**config.mk**
```make
export PLATFORM = sky130hd
export DESIGN_NAME = gerq_merge
export DESIGN_NICKNAME = d
export VERILOG_FILES = /design/src/hdl/gerq_pkg.sv /design/src/hdl/gerq_merge.sv
export SDC_FILE = /design/constraint.sdc
export NUM_CORES = 1
export LEC_CHECK = 0
export BUFFER_PORTS_ARGS = -buffer_cell sky130_fd_sc_hd__buf_4
export CAP_MARGIN = 20
export CORE_AREA = 2 2 227 229
export CTS_CLUSTER_SIZE = 30
export DETAILED_ROUTE_END_ITERATION = 6
export DIE_AREA = 0 0 229 231
export PLACE_DENSITY = 0.49
export SLEW_MARGIN = 20
export SYNTH_ARGS = -nofsm -noshare
export SYNTH_HDL_FRONTEND = slang
export SYNTH_SLANG_ARGS = --single-unit
```
**constraint.sdc**
```tcl
create_clock -name clk -period 10 [get_ports clk]
set_input_delay 0.5 -clock clk [delete_from_list [all_inputs] [get_ports clk]]
set_output_delay 0.5 -clock clk [all_outputs]
set_load 0.02 [all_outputs]
```
**src/hdl/gerq_pkg.sv**
```systemverilog
// shared types, codes and reset values of the gamepad edge and repeat qualifier
// no dependencies
`default_nettype none

package gerq_pkg;

  localparam int NUM_BUTTONS_DEF = 32;
  localparam int COUNT_BITS_DEF  = 8;

  localparam int GROUPS     = 4;
  localparam int GROUP_SIZE = 8;
  localparam int OUT_COUNT_BITS = 8;
  localparam int OUT_COUNT_SAT  = 255;

  localparam int CFG_INDEX_BITS = 3;
  localparam int CFG_DATA_BITS  = 16;

  localparam logic [1:0] CMD_DOWN  = 2'd0;
  localparam logic [1:0] CMD_UP    = 2'd1;
  localparam logic [1:0] CMD_FRAME = 2'd2;

  localparam logic [CFG_INDEX_BITS-1:0] CFG_REPEAT_ENABLE   = 3'd0;
  localparam logic [CFG_INDEX_BITS-1:0] CFG_REPEAT_DELAY    = 3'd1;
  localparam logic [CFG_INDEX_BITS-1:0] CFG_REPEAT_INTERVAL = 3'd2;
  localparam logic [CFG_INDEX_BITS-1:0] CFG_DEAD_ZONE       = 3'd3;
  localparam logic [CFG_INDEX_BITS-1:0] CFG_DPAD_BASE       = 3'd4;
  localparam logic [CFG_INDEX_BITS-1:0] CFG_STICK_BASE      = 3'd5;

  localparam logic        RST_REPEAT_ENABLE   = 1'b1;
  localparam logic [15:0] RST_REPEAT_DELAY    = 16'd400;
  localparam logic [15:0] RST_REPEAT_INTERVAL = 16'd80;
  localparam logic [14:0] RST_DEAD_ZONE       = 15'd10000;
  localparam logic [4:0]  RST_DPAD_BASE       = 5'd12;
  localparam logic [4:0]  RST_STICK_BASE      = 5'd16;

  typedef struct packed {
    logic        frame;
    logic        repeat_enable;
    logic [15:0] repeat_delay_ms;
    logic [15:0] repeat_interval_ms;
    logic [31:0] now_ms;
  } lane_ctrl_t;

  typedef struct packed {
    logic busy;
    logic done;
  } out_status_t;

endpackage

`default_nettype wire

```
**src/hdl/gerq_merge.sv**
```systemverilog
// merge stage: captures the lane results of a frame and sends four result requests
// depends on gerq_pkg
`default_nettype none

module gerq_merge #(
  parameter int NUM_BUTTONS = gerq_pkg::NUM_BUTTONS_DEF
) (
  input  logic                    clk,
  input  logic                    rst,
  input  logic                    load,
  input  logic [NUM_BUTTONS-1:0]  held_in,
  input  logic [NUM_BUTTONS-1:0]  pressed_in,
  input  logic [NUM_BUTTONS-1:0]  released_in,
  input  logic [NUM_BUTTONS-1:0]  fire_in,
  input  logic [gerq_pkg::OUT_COUNT_BITS-1:0] snap [NUM_BUTTONS],
  output gerq_pkg::out_status_t   status,
  output logic                    result_valid,
  input  logic                    result_stall,
  output logic [31:0]             held_buttons,
  output logic [31:0]             pressed_mask,
  output logic [31:0]             released_mask,
  output logic [31:0]             repeat_mask,
  output logic [1:0]              count_group,
  output logic [63:0]             press_counts,
  output logic                    last
);
  import gerq_pkg::*;

  localparam int WORD_BITS = GROUP_SIZE * OUT_COUNT_BITS;
  localparam logic [1:0] LAST_GROUP = 2'(GROUPS - 1);

  logic                 busy;
  logic [1:0]           grp;
  logic [WORD_BITS-1:0] words [GROUPS];
  logic [WORD_BITS-1:0] load_words [GROUPS];
  logic                 advance;

  for (genvar g = 0; g < GROUPS; g++) begin : g_pack
    for (genvar j = 0; j < GROUP_SIZE; j++) begin : g_byte
      if (g * GROUP_SIZE + j < NUM_BUTTONS) begin : g_used
        assign load_words[g][j*OUT_COUNT_BITS +: OUT_COUNT_BITS] = snap[g * GROUP_SIZE + j];
      end else begin : g_unused
        assign load_words[g][j*OUT_COUNT_BITS +: OUT_COUNT_BITS] = '0;
      end
    end
  end

  assign advance      = busy && !result_stall;
  assign last         = (grp == LAST_GROUP);
  assign status.busy  = busy;
  assign status.done  = advance && last;
  assign result_valid = busy;
  assign count_group  = grp;
  assign press_counts = words[0];

  always_ff @(posedge clk) begin
    if (rst) begin
      busy <= 1'b0;
      grp  <= '0;
    end else if (load) begin
      busy <= 1'b1;
      grp  <= '0;
    end else if (advance) begin
      if (last) begin
        busy <= 1'b0;
      end else begin
        grp <= grp + 2'd1;
      end
    end
  end

  always_ff @(posedge clk) begin
    if (load) begin
      held_buttons  <= 32'(held_in);
      pressed_mask  <= 32'(pressed_in);
      released_mask <= 32'(released_in);
      repeat_mask   <= 32'(fire_in);
      for (int g = 0; g < GROUPS; g++) begin
        words[g] <= load_words[g];
      end
    end else if (advance) begin
      for (int g = 0; g < GROUPS - 1; g++) begin
        words[g] <= words[g + 1];
      end
      words[GROUPS-1] <= '0;
    end
  end

  a_no_overwrite: assert property (@(posedge clk) disable iff (rst)
    load |-> (!busy || (last && !result_stall)))
    else $error("frame results overwritten before delivery");

  a_fire_covers_press: assert property (@(posedge clk) disable iff (rst)
    busy |-> ((pressed_mask & ~repeat_mask) == 32'd0))
    else $error("pressed button missing from repeat mask");

  a_group_step: assert property (@(posedge clk) disable iff (rst)
    (advance && !last && !load) |=> (busy && grp == 2'($past(grp) + 2'd1)))
    else $error("result group did not step");

  a_end_on_last: assert property (@(posedge clk) disable iff (rst)
    $fell(busy) |-> $past(last && !result_stall))
    else $error("frame ended before last result");

endmodule

`default_nettype wire

```
== After elaboration in Yosys (flattened, before gate mapping) ==
Memory sizes are Yosys's and may differ from the RTL's.
Cells that the tools add are included.

* Bits in registers: 131
* Bits in writable memories: 256
* Input port bits: 388
* Output and inout port bits: 198
* Logic and storage cells: 34
* Memories kept: 1

* Add/subtract/negate cells: 1
* Eq/ne operators: 1
* Muxes and demuxes: 12
* Bitwise logic cells: 5
* Reduce and logical (&&, ||, !) cells: 8

{| class="wikitable"
|+ Memory list
! name !! words !! bits a word !! read ports !! clocked after Yosys merged registers in !! write ports !! RTL line !! source
|-
| words || 4 || 64 || 4 || 0 || 4 || gerq_merge.sv:34 || <nowiki>logic [WORD_BITS-1:0] words [GROUPS];</nowiki>
|}

{| class="wikitable"
|+ Operators by type and width
! cell !! count
|-
| 64-bit 2-to-1 mux || 4
|-
| 1-bit 2-to-1 mux || 8
|-
| 1-bit OR || 4
|-
| 2-bit AND reduction || 2
|-
| 2-bit nonzero test || 2
|-
| 2-bit by 1-bit adder with 2-bit output (second input constant) || 1
|-
| 2-bit == test (second input constant) || 1
|-
| 1-bit logical AND || 2
|-
| 2-bit OR reduction || 1
|-
| 1-bit zero test || 1
|-
| 1-bit inverter || 1
|}

== Longest topological paths before layout ==
* Depth after elaboration: 6
* Gate-level depth with buffers: 5
* Mapped depth without buffers: 4

== Worst setup path after synthesis ==
No wires, ideal clock.

* Kind: input to register
* From: in result_stall
* To: mem words[0][0] (netlist name) (enable)
* Setup time: 1.959 ns
* Arrival time: 4.762 ns
* Required time: 8.041 ns
* Slack: 3.279 ns
* Stages: 2
* Path buffers: 0
* Path through: nand2b_4 nand2_1

{| class="wikitable"
|+ RTL lines
! element !! RTL line !! source
|-
| start: declaration || gerq_merge.sv:18 || <nowiki>input logic result_stall,</nowiki>
|-
| end: declaration || gerq_merge.sv:34 ||
|}

==> impl_metrics.env <==
export IMPL_crit_type="reg2reg"
export IMPL_power_density_mw_per_mm2=186.8
export IMPL_die_w_um=229
export IMPL_reg2reg_depth=4
export IMPL_ys_types=20
export IMPL_multi_input_area_mm2=0.002661
export IMPL_core_area_mm2=0.05068
export IMPL_grt_setup_unrepaired="no"
export IMPL_cts_root_buf="clkbuf_16"
export IMPL_drv_cap=0
export IMPL_drtIter0Drc=545
export IMPL_dp_hpwl_um=31550
export IMPL_drt_pass1_iter_count=4
export IMPL_core_rowCount=83
export IMPL_ioPinCount=586
export IMPL_antenna_found_initial=12
export IMPL_r2r_end="words[1][33]"
export IMPL_startpoint="result_valid"
export IMPL_final_common_cell="buf_4"
export IMPL_worst_hold_path_type="in2reg"
export IMPL_grt_max_degree=183
export IMPL_tns_ps=0
export IMPL_place_congestion=0.9161
export IMPL_yosysWarnings=0
export IMPL_syn_nets=1075
export IMPL_cts_max_path_buffers=3
export IMPL_dr_total_vias=8436
export IMPL_cts_sinks=387
export IMPL_cp_end_kind="register"
export IMPL_cts_buffers=44
export IMPL_startpoint_type="register"
export IMPL_die_area_mm2=0.05290
export IMPL_drc=0
export IMPL_ant_nets=0
export IMPL_drive_gt1_share_pct=63.50
export IMPL_cts_tree="yes"
export IMPL_seqCellArea_mm2=0.01159
export IMPL_areaGrowthSynthToFinish_pct=43.89
export IMPL_fin_crit_sh_pct=31.34
export IMPL_viasPerCell=4.189
export IMPL_hold_depth=1
export IMPL_track_usage_pct=15.66
export IMPL_regToRegSetupSlack_ps=6870
export IMPL_wl_per_cell_um=21.22
export IMPL_min_period_ps=3134
export IMPL_nets=1684
export IMPL_io_buffers=585
export IMPL_overflow=0
export IMPL_worst_clock_skew_ps=18.56
export IMPL_mostFrequentLayoutCells="591 x buf_4, 384 x edfxtp_1, 192 x mux2_2, 64 x nor2b_1, 46 x clkbuf_16"
export IMPL_crit_end="words[1][33]"
export IMPL_syn_area_per_cell_um2=21.18
export IMPL_worstHoldStart="pressed_in[14]"
export IMPL_tightestPinTransition_ps=1099
export IMPL_ys_ff_latch=387
export IMPL_wl_um=42730
export IMPL_grt_pass1_vias=8667
export IMPL_fin_util_pct=41.26
export IMPL_syn_area_mm2=0.01453
export IMPL_cts_resized=0
export IMPL_worstPathRequired_ps=10180
export IMPL_drv_slew=0
export IMPL_clk_latency_ps=560
export IMPL_synth_yosys_seq_area_share_pct=79.77
export IMPL_path_clk_slew_ps=60
export IMPL_finalHoldViolCount=0
export IMPL_max_slew_margin_pct=26.76
export IMPL_worstPathMaxFanout=74
export IMPL_setup_violations=0
export IMPL_post_cts_buffers=0
export IMPL_r2r_start="result_valid"
export IMPL_worstPathArrival_ps=3310
export IMPL_outcome="complete, no violations"
export IMPL_ir_worst_vdd_uv=120.1
export IMPL_netlist_instances=686
export IMPL_start_util_pct=28.67
export IMPL_fmax_ghz=0.3190
export IMPL_htree_levels=2
export IMPL_nFillCells=4756
export IMPL_grt_pass1_wl_um=60180
export IMPL_cts_hold_buf=0
export IMPL_die_h_um=231
export IMPL_p_leak_uw=0.008217
## flip-flops by register name, summed over array words and instances (netlist names)
signal	flops
count_group	2
held_buttons	32
pressed_mask	32
released_mask	32
repeat_mask	32
result_valid	1
words	256
## layer usage
layer	share of wire [%]	routed length (um)	GRT usage, %
met4	2.0	839	4.809
met5	0.16	69	0
met2	47	20250	24.62
met1	40	17230	19.20
met3	10	4355	7.238
## cell families (layout without fill, tap and decap cells)
kind of cell    Yosys count  after routing  share of synthesized area (%)
flops                   387            387                          79.77
mux                     193            193                          14.95
simple gates             71             71                          3.100
buf+inv                  31            671                          1.963
compound gates            2              2                        0.06882
fa+ha+maj                 1              1                        0.08610
xor+xnor                  1              1                        0.06029
other cells               0              8                              0
## critical path, cell delays in order (launching register included)
cell and delay [ps]:
dfxtp_1 430, nand2b_4 100, nand2_4 390, buf_4 830, buf_4 840
## layout make-up
type | instances | area share, %
flip-flops and latches | 387 | 55.44
repair buffers | 592 | 21.32
multi-input cells | 268 | 12.73
clock buffers | 56 | 5.685
well taps | 680 | 4.069
clock inverters | 21 | 0.6284
diodes | 8 | 0.09575
inverters | 2 | 0.03591
## report_power, final
group          switching, uW  internal (uW)
Clock                    638            861
Combinational            210            225
Sequential              35.1           1940
Total                    883           3020
## worst min-delay path by stage
stage	to
floorplan	words[0][0]
global placement	count_group[1]
detailed placement	words[0][1]
CTS	pressed_mask[25]
global route	repeat_mask[15]
finish	pressed_mask[14]
## stage by stage
| stage | area, um^2 | std cells | hold slack (ps) | worst slack (ps) | power, uW |
|---|---|---|---|---|---|
| after floorplan | 14530 | 686 | 523.1 | 3279 | 2195 |
| after global routing | 20890 | 2007 | 72.13 | 6564 | 4053 |
| after global placement | 19570 | 1929 | 521.2 | 6555 | 2438 |
| after CTS | 20890 | 2006 | 57.46 | 6770 | 3971 |
| after detailed placement | 19570 | 1929 | 530.5 | 6537 | 2446 |
| final | 20910 | 2014 | 108.2 | 6866 | 3905 |
## cells in the mapped netlist, drive strengths merged
cell | n | share of area [%]
nor2b | 64 | 2.8
ha | 1 | 0.086
xnor2 | 1 | 0.060
a21oi | 1 | 0.034
nor2 | 2 | 0.10
edfxtp | 384 | 79
buf | 27 | 1.7
nand2 | 1 | 0.026
nand2b | 1 | 0.095
dfxtp | 3 | 0.41
clkbuf | 2 | 0.19
mux2i | 1 | 0.069
nor3 | 2 | 0.069
nor3b | 1 | 0.052
inv | 2 | 0.052
mux2 | 192 | 15
o21ai | 1 | 0.034
(Power assumes the default switching activity.)
