### config.mk
export PLATFORM = sky130hd
export DESIGN_NAME = gerq_lane
export DESIGN_NICKNAME = d
export VERILOG_FILES = /design/src/hdl/gerq_pkg.sv /design/src/hdl/gerq_lane.sv
export SDC_FILE = /design/constraint.sdc
export NUM_CORES = 1
export LEC_CHECK = 0
export ABC_AREA = 0
export BUFFER_PORTS_ARGS = -buffer_cell sky130_fd_sc_hd__buf_4
export CAP_MARGIN = 20
export CORE_MARGIN = 2
export CORE_UTILIZATION = 45
export CTS_BUF_LIST = sky130_fd_sc_hd__clkbuf_4 sky130_fd_sc_hd__clkbuf_8
export DETAILED_ROUTE_END_ITERATION = 6
export PLACE_DENSITY = 0.65
export SYNTH_ARGS = -nofsm -noshare
export SYNTH_HDL_FRONTEND = slang
export SYNTH_SLANG_ARGS = --single-unit
### constraint.sdc
create_clock -name clk -period 13.15 [get_ports clk]
set_input_delay 2.63 -clock clk [delete_from_list [all_inputs] [get_ports clk]]
set_output_delay 2.63 -clock clk [all_outputs]
set_load 0.02 [all_outputs]
### src/hdl/gerq_pkg.sv
// shared types, codes and reset values of the gamepad edge and repeat qualifier
// no dependencies
`default_nettype none

package gerq_pkg;

  localparam int NUM_BUTTONS_DEF = 32;
  localparam int COUNT_BITS_DEF  = 8;

  localparam int GROUPS     = 4;
  localparam int GROUP_SIZE = 8;
  localparam int OUT_COUNT_BITS = 8;
  localparam int OUT_COUNT_SAT  = 255;

  localparam int CFG_INDEX_BITS = 3;
  localparam int CFG_DATA_BITS  = 16;

  localparam logic [1:0] CMD_DOWN  = 2'd0;
  localparam logic [1:0] CMD_UP    = 2'd1;
  localparam logic [1:0] CMD_FRAME = 2'd2;

  localparam logic [CFG_INDEX_BITS-1:0] CFG_REPEAT_ENABLE   = 3'd0;
  localparam logic [CFG_INDEX_BITS-1:0] CFG_REPEAT_DELAY    = 3'd1;
  localparam logic [CFG_INDEX_BITS-1:0] CFG_REPEAT_INTERVAL = 3'd2;
  localparam logic [CFG_INDEX_BITS-1:0] CFG_DEAD_ZONE       = 3'd3;
  localparam logic [CFG_INDEX_BITS-1:0] CFG_DPAD_BASE       = 3'd4;
  localparam logic [CFG_INDEX_BITS-1:0] CFG_STICK_BASE      = 3'd5;

  localparam logic        RST_REPEAT_ENABLE   = 1'b1;
  localparam logic [15:0] RST_REPEAT_DELAY    = 16'd400;
  localparam logic [15:0] RST_REPEAT_INTERVAL = 16'd80;
  localparam logic [14:0] RST_DEAD_ZONE       = 15'd10000;
  localparam logic [4:0]  RST_DPAD_BASE       = 5'd12;
  localparam logic [4:0]  RST_STICK_BASE      = 5'd16;

  typedef struct packed {
    logic        frame;
    logic        repeat_enable;
    logic [15:0] repeat_delay_ms;
    logic [15:0] repeat_interval_ms;
    logic [31:0] now_ms;
  } lane_ctrl_t;

  typedef struct packed {
    logic busy;
    logic done;
  } out_status_t;

endpackage

`default_nettype wire

### src/hdl/gerq_lane.sv
// one button lane: press count, repeat state and hold/fire timestamps
// depends on gerq_pkg
`default_nettype none

module gerq_lane #(
  parameter int COUNT_BITS = gerq_pkg::COUNT_BITS_DEF
) (
  input  logic                clk,
  input  logic                rst,
  input  gerq_pkg::lane_ctrl_t ctrl,
  input  logic                down,
  input  logic                held,
  input  logic                rise,
  input  logic                pressed,
  output logic                fire,
  output logic [gerq_pkg::OUT_COUNT_BITS-1:0] snap_count
);
  import gerq_pkg::*;

  localparam int CW = (COUNT_BITS > OUT_COUNT_BITS) ? COUNT_BITS : OUT_COUNT_BITS;

  logic [COUNT_BITS-1:0] count;
  logic                  active;
  logic [31:0]           hold_start;
  logic [31:0]           last_fire;

  logic [31:0]           hs_eff;
  logic [31:0]           lf_eff;
  logic                  rep_ok;
  logic                  rep_fire;
  logic [COUNT_BITS-1:0] cnt_eff;
  logic [CW-1:0]         cnt_wide;

  always_comb begin
    hs_eff   = active ? hold_start : ctrl.now_ms;
    lf_eff   = active ? last_fire : ctrl.now_ms;
    rep_ok   = held && ctrl.repeat_enable &&
               ((ctrl.now_ms - hs_eff) >= 32'(ctrl.repeat_delay_ms)) &&
               ((ctrl.now_ms - lf_eff) >= 32'(ctrl.repeat_interval_ms));
    rep_fire = !pressed && rep_ok;
    fire     = pressed || rep_ok;
    cnt_eff  = (rise && count == '0) ? COUNT_BITS'(1) : count;
    cnt_wide = CW'(cnt_eff);
    snap_count = (cnt_wide > CW'(OUT_COUNT_SAT)) ? OUT_COUNT_BITS'(OUT_COUNT_SAT)
                                                 : cnt_wide[OUT_COUNT_BITS-1:0];
  end

  always_ff @(posedge clk) begin
    if (rst) begin
      count  <= '0;
      active <= 1'b0;
    end else if (ctrl.frame) begin
      count  <= '0;
      active <= held;
    end else if (down && count != '1) begin
      count <= count + COUNT_BITS'(1);
    end
  end

  always_ff @(posedge clk) begin
    if (ctrl.frame && held && !active) begin
      hold_start <= ctrl.now_ms;
      last_fire  <= ctrl.now_ms;
    end
    if (ctrl.frame && rep_fire) begin
      last_fire <= ctrl.now_ms;
    end
  end

endmodule

`default_nettype wire

* Word-level counts from Yosys, hierarchy flattened
Cells that the tools add are included.
Storage, ports and cells: bits in registers 73, latch bits 0, bits in writable memories 0, memory bits (read-only) 0, output and inout port bits 9, logic and storage cells 32, memories kept 0
Cells by class: add/subtract/negate cells 3, $mul 0, divide/modulo/power cells 0, order comparisons 3, equal/unequal tests 1, shifts and indexed selects 0, muxes and demuxes 6, bitwise gates (word level) 0, reduce and logical (&&, ||, !) cells 15
Operators by type and width (number):
- 2-to-1 mux 32 bit | 4
- greater-or-equal comparator 32 x 16 -> 1 bit | 2
- subtractor 32 bit | 2
- 2-to-1 mux 8 bit | 2
- logical AND 1 bit | 9
- adder 8 x 1 -> 8 bit (second input constant) | 1
- > comparator 8 bit (second input constant) | 1
- logical NOT 8 bit | 1
- inequality test 8 bit (second input constant) | 1
- logical NOT 1 bit | 2
- nonzero test 2 bit | 1
- OR reduction 2 bit | 1
- logical OR 1 bit | 1

* Depth between registers and ports, before layout
depth after elaboration 8, mapped depth 24

* Least setup slack after synthesis
Ideal clock, no wire load.
path kind input to output, from input ctrl[0] (netlist bit), to output fire, arrival time 7.171 ns, path slack 3.349 ns, cell stages on the path 21, cells stage by stage nand2b_1 nand2_1 ha_1 inv_1 fa_1 a21o_1 a221oi_1 o2bb2ai_1 a31oi_1 xnor2_1 ha_1 a21oi_1 nand2_1 a221oi_1 o311ai_1 a21o_1 or4_1 or3b_1 or4_1 o41ai_2 o21bai_1
On the way: longest elaborated chain between the ends 6
RTL lines:
- start, declared | line gerq_lane.sv:10 | input gerq_pkg::lane_ctrl_t ctrl,
- 2-to-1 mux 32 bit | line gerq_lane.sv:35 | hs_eff = active ? hold_start : ctrl.now_ms;
- subtractor 32 bit | line gerq_lane.sv:38 | ((ctrl.now_ms - hs_eff) >= 32'(ctrl.repeat_delay_ms)) &&
- greater-or-equal comparator 32 x 16 -> 1 bit | line gerq_lane.sv:38
- logical AND 1 bit | line gerq_lane.sv:37 | rep_ok = held && ctrl.repeat_enable &&
- logical AND 1 bit (*) | line gerq_lane.sv:38
- logical OR 1 bit (*) | line gerq_lane.sv:41 | fire = pressed || rep_ok;
- end, declared | line gerq_lane.sv:15 | output logic fire,
Mark *: on every way between the ends. The rest lies on a longest branch, timed or not.

* Worst setup path in the final report
from input ctrl[1] (netlist bit), to output fire
Same word-level chain as after synthesis.

==> run_results.csv <==
group,metric,value,unit
worst_setup_path,slowest_delay,0.62,ns
placement,place.gp.congestion,0.906,
worst_setup_path,criticalPathCategory,"input port to output port",
power,switching_share,0.379,
worst_setup_path,worst-endpoint-required,10.52,ns
sta,finalSetupViolations,0,
yosys,yosys.cell_types.count,69,
sta,fmax,0.0926,GHz
worst_setup_path,crit_path_max_fanout,6,
worst_setup_path,path_cells,"buf_4 -> inv_1 -> nor2_1 -> a21oi_1 -> fa_1 -> a21o_1 -> a221oi_1 -> o2bb2ai_1 -> a31oi_1 -> xnor2_1 -> ha_1 -> a21oi_1 -> nand2_1 -> a221oi_1 -> o311ai_1 -> a21o_1 -> or4_1 -> or3b_1 -> or4_1 -> o41ai_2 -> o21bai_1 -> buf_4",
yosys,synthArstFlopShare,0,
routing,num_vias,6939,
layout,drive_gt1_frac,0.124,
sta,relSlewSlack,0.301,
worst_setup_path,end_kind,"output port",
status,outcome,"finished, final reports clean",
worst_setup_path,arrival,8.17,ns
routing,avgRoutedWirePerCell,17.4,um
floorplanning,die_w,133,um
floorplanning,coreArea,16500,um2
yosys,syn_avg_cell_area,8.45,um2
layout,nNetsFinal,1114,
sta,finalMaxSlewViolations,0,
yosys,synthCells,891,
yosys,ys_seq_area_frac,0.279,
placement,numPortBuffers,80,
routing,dr_wl_met2,8980,um
placement,placed_cell_area,8270,um2
worst_hold_path,hold_path_class,"flop to flop",
yosys,synth_edf_count,64,
grt,grt_pass1_wl,32500,um
cts,worstSkewPairLatency,0.37,ns
yosys,ys_warn_count,0,
placement,dpl.hpwl,16200,um
worst_setup_path,reg2reg_depth,21,
cts,cts_tree,"done",
routing,wl_met3,1270,um
grt,grt_max_degree,85,
layout,final_cell_area,8490,um2
sta,post-route-min-period,10.80,ns
power,combPwrFrac,0.448,
sta,hold_viol,0,
routing,dr.max_layer_used,"met4",
yosys,syn_area,7530,um2
yosys,synth_top_flop_cell,"edfxtp_1",
floorplanning,start_util,0.457,
worst_hold_path,holdPathStages,2,
power,intPower,531,uW
routing,drt_iter0_drc,504,
cts,cts-root-buf,"clkbuf_8",
worst_setup_path,crit_path_top_delay_cell,"a221oi_1",
sta,rsz0062_at_grt,"no",
worst_hold_path,hold_end,"count[3]",
yosys,syn_nets,1063,
layout,area_growth,12.7,%
worst_setup_path,reg2reg_slack,6.34,ns
run,maxCapViolCount,0,
routing,met1_length,9420,um
layout,insertedDiodeCount,0,
sta,min_period_over_period,0.821,
cts,ctsResizeCount,0,
cts,cts_buffer_depth,2,
sta,skew,0.0167,ns
cts,clkSlewWorstSetupHoldPaths,0.08,ns
routing,drc,0,
cts,clock_sinks,73,
power,leakage,3.56,nW
grt,grt.overflow.total,0,
worst_setup_path,startpoint_type,"input port",
worst_setup_path,r2r_start,"active",
power,ir_drop,0.0478,mV
grt,grt_pass1_vias,6442,
cts,hold_buffers,0,
routing,first_pass_iters,7,
floorplanning,top_level_ports,81,
floorplanning,dieArea,17800,um2
routing,drt-total-wl,20300,um
placement,post-place-cells,1151,
grt,grt_usage,0.228,
cts,htreeDepth,3,
floorplanning,die_y,133,um
power,p_sw,324,uW
floorplanning,core.rowCount,47,
grt,antenna_found_initial,0,
worst_hold_path,hp-start,"count[3]",
cts,cts_setup_buffers,0,
cts,cts_buffers,9,
power,power_density,101,nW/um2
power,power_frac_seq,0.312,
yosys,ys_ff_latch,73,
layout,stdcell_count,1167,
routing,vias_per_cell,5.95,
sta,fin_tns_setup,0,ns
worst_setup_path,r2r_end,"last_fire[11]",
power,p_clk_frac,0.240,
sta,tightest_slew,1.04,ns
routing,ant_nets,0,
==> logic make-up (layout without fill, tap and decap cells) <==
group / Yosys count / after routing / synth area share
flops: 73 / 73 / 0.279
xor+xnor: 50 / 50 / 0.0582
compound gates: 298 / 298 / 0.251
fa+ha+maj: 100 / 100 / 0.168
buf+inv: 93 / 149 / 0.0477
mux: 7 / 7 / 0.00947
simple gates: 270 / 270 / 0.187
==> synthesized netlist by cell type (3+ instances only) <==
| master | instances | area (um2) |
|---|---|---|
| o22ai_1 | 4 | 25.0 |
| inv_1 | 50 | 188 |
| nor2b_1 | 41 | 257 |
| nor3_1 | 13 | 65.1 |
| o21bai_1 | 6 | 45.0 |
| o21ai_0 | 38 | 190 |
| o211ai_1 | 11 | 82.6 |
| dfxtp_1 | 9 | 180 |
| o2111ai_1 | 4 | 35.0 |
| nand2b_1 | 20 | 125 |
| a31o_2 | 4 | 35.0 |
| a21o_1 | 25 | 188 |
| nor2_1 | 43 | 161 |
| a221oi_1 | 5 | 43.8 |
| a2111oi_0 | 6 | 52.6 |
| a21oi_1 | 123 | 616 |
| nand4_1 | 18 | 113 |
| edfxtp_1 | 64 | 1920 |
| xnor2_1 | 30 | 263 |
| o21a_1 | 7 | 52.6 |
| nor4_1 | 6 | 37.5 |
| or4_1 | 3 | 22.5 |
| ha_1 | 98 | 1230 |
| buf_1 | 4 | 15.0 |
| and2_1 | 5 | 31.3 |
| a41oi_1 | 3 | 26.3 |
| and4b_1 | 3 | 30.0 |
| a211o_1 | 3 | 26.3 |
| xor2_1 | 20 | 175 |
| a31oi_1 | 18 | 113 |
| a211oi_1 | 10 | 75.1 |
| nand3_1 | 25 | 125 |
| clkbuf_1 | 36 | 135 |
| mux2i_1 | 6 | 60.1 |
| o41ai_1 | 3 | 26.3 |
| o31ai_1 | 5 | 37.5 |
| nand2_1 | 67 | 251 |
| and3_1 | 12 | 75.1 |
| o311ai_0 | 3 | 26.3 |
==> cells in the final DEF (no fill, tap or decap), types with 7 or more instances in the layout <==
| cell type | n |
|---|---|
| xnor2_1 | 30 |
| a21oi_1 | 123 |
| nor2_1 | 42 |
| buf_4 | 83 |
| and3_1 | 12 |
| ha_1 | 98 |
| xor2_1 | 20 |
| dfxtp_1 | 8 |
| a31oi_1 | 18 |
| nand4_1 | 18 |
| nand3_1 | 25 |
| nand2b_1 | 20 |
| o21ai_0 | 38 |
| a21o_1 | 25 |
| a211oi_1 | 10 |
| nor2b_1 | 41 |
| o21a_1 | 7 |
| inv_1 | 50 |
| o211ai_1 | 11 |
| clkbuf_8 | 9 |
| nand2_1 | 67 |
| nor3_1 | 13 |
| edfxtp_1 | 64 |
==> metrics by stage <==
| step | hold slack [ns] | utilization | power, mW | setup slack, ns |
|---|---|---|---|---|
| after global placement | 0.563 | 0.502 | 0.647 | 2.59 |
| after detailed placement | 0.569 | 0.502 | 0.648 | 2.49 |
| final | 0.579 | 0.515 | 0.855 | 2.35 |
| after floorplan | 0.509 | - | 0.546 | 3.35 |
| after global routing | 0.618 | 0.515 | 0.909 | 2.06 |
| after CTS | 0.583 | 0.515 | 0.853 | 2.45 |
==> final cells by class <==
cell class | count | area (um2)
flip-flops and latches | 73 | 2100
inverters | 50 | 188
repair buffers | 83 | 623
clock buffers | 10 | 131
fillers | 1618 | 7980
well taps | 220 | 275
clock inverters | 6 | 90.1
multi-input cells | 725 | 5080
==> critical path, delay by kind of cell <==
| kind | cells | cell delay, ns |
|---|---|---|
| compound gates | 11 | 2.65 |
| simple gates | 5 | 1.61 |
| xor+xnor | 1 | 0.17 |
| buf+inv | 3 | 0.36 |
| fa+ha+maj | 2 | 0.75 |
==> metal layers <==
| metal | global-route usage | vias to the layer above |
|---|---|---|
| met3 | 0.0403 | 41 |
| met1 | 0.320 | 3203 |
| li1 | - | 3454 |
| met5 | 0 | - |
| met2 | 0.354 | 241 |
| met4 | 0.0798 | 0 |
==> power by group through the flow <==
stage | sequential (mW) | combinational (mW) | clock [mW]
floorplan | 0.272 | 0.274 | 0
detailed placement | 0.272 | 0.376 | 0
global route | 0.268 | 0.428 | 0.213
CTS | 0.267 | 0.380 | 0.206
global placement | 0.272 | 0.375 | 0
finish | 0.267 | 0.383 | 0.205
==> sequential cells by signal, summed over array words and instances (netlist names) <==
| name | count |
|---|---|
| count | 8 |
| last_fire | 32 |
| active | 1 |
| hold_start | 32 |
==> worst max-delay path by stage <==
stage          endpoint  cells past startpoint    start  slack [ns]
4_1_cts            fire                     21  ctrl[1]        2.45
2_1_floorplan      fire                     21  ctrl[0]        3.35
3_3_place_gp       fire                     22  ctrl[1]        2.59
6_report           fire                     22  ctrl[1]        2.35
3_5_place_dp       fire                     22  ctrl[1]        2.49
5_1_grt            fire                     21  ctrl[1]        2.06
No activity file was read; power rests on OpenSTA's default activity.
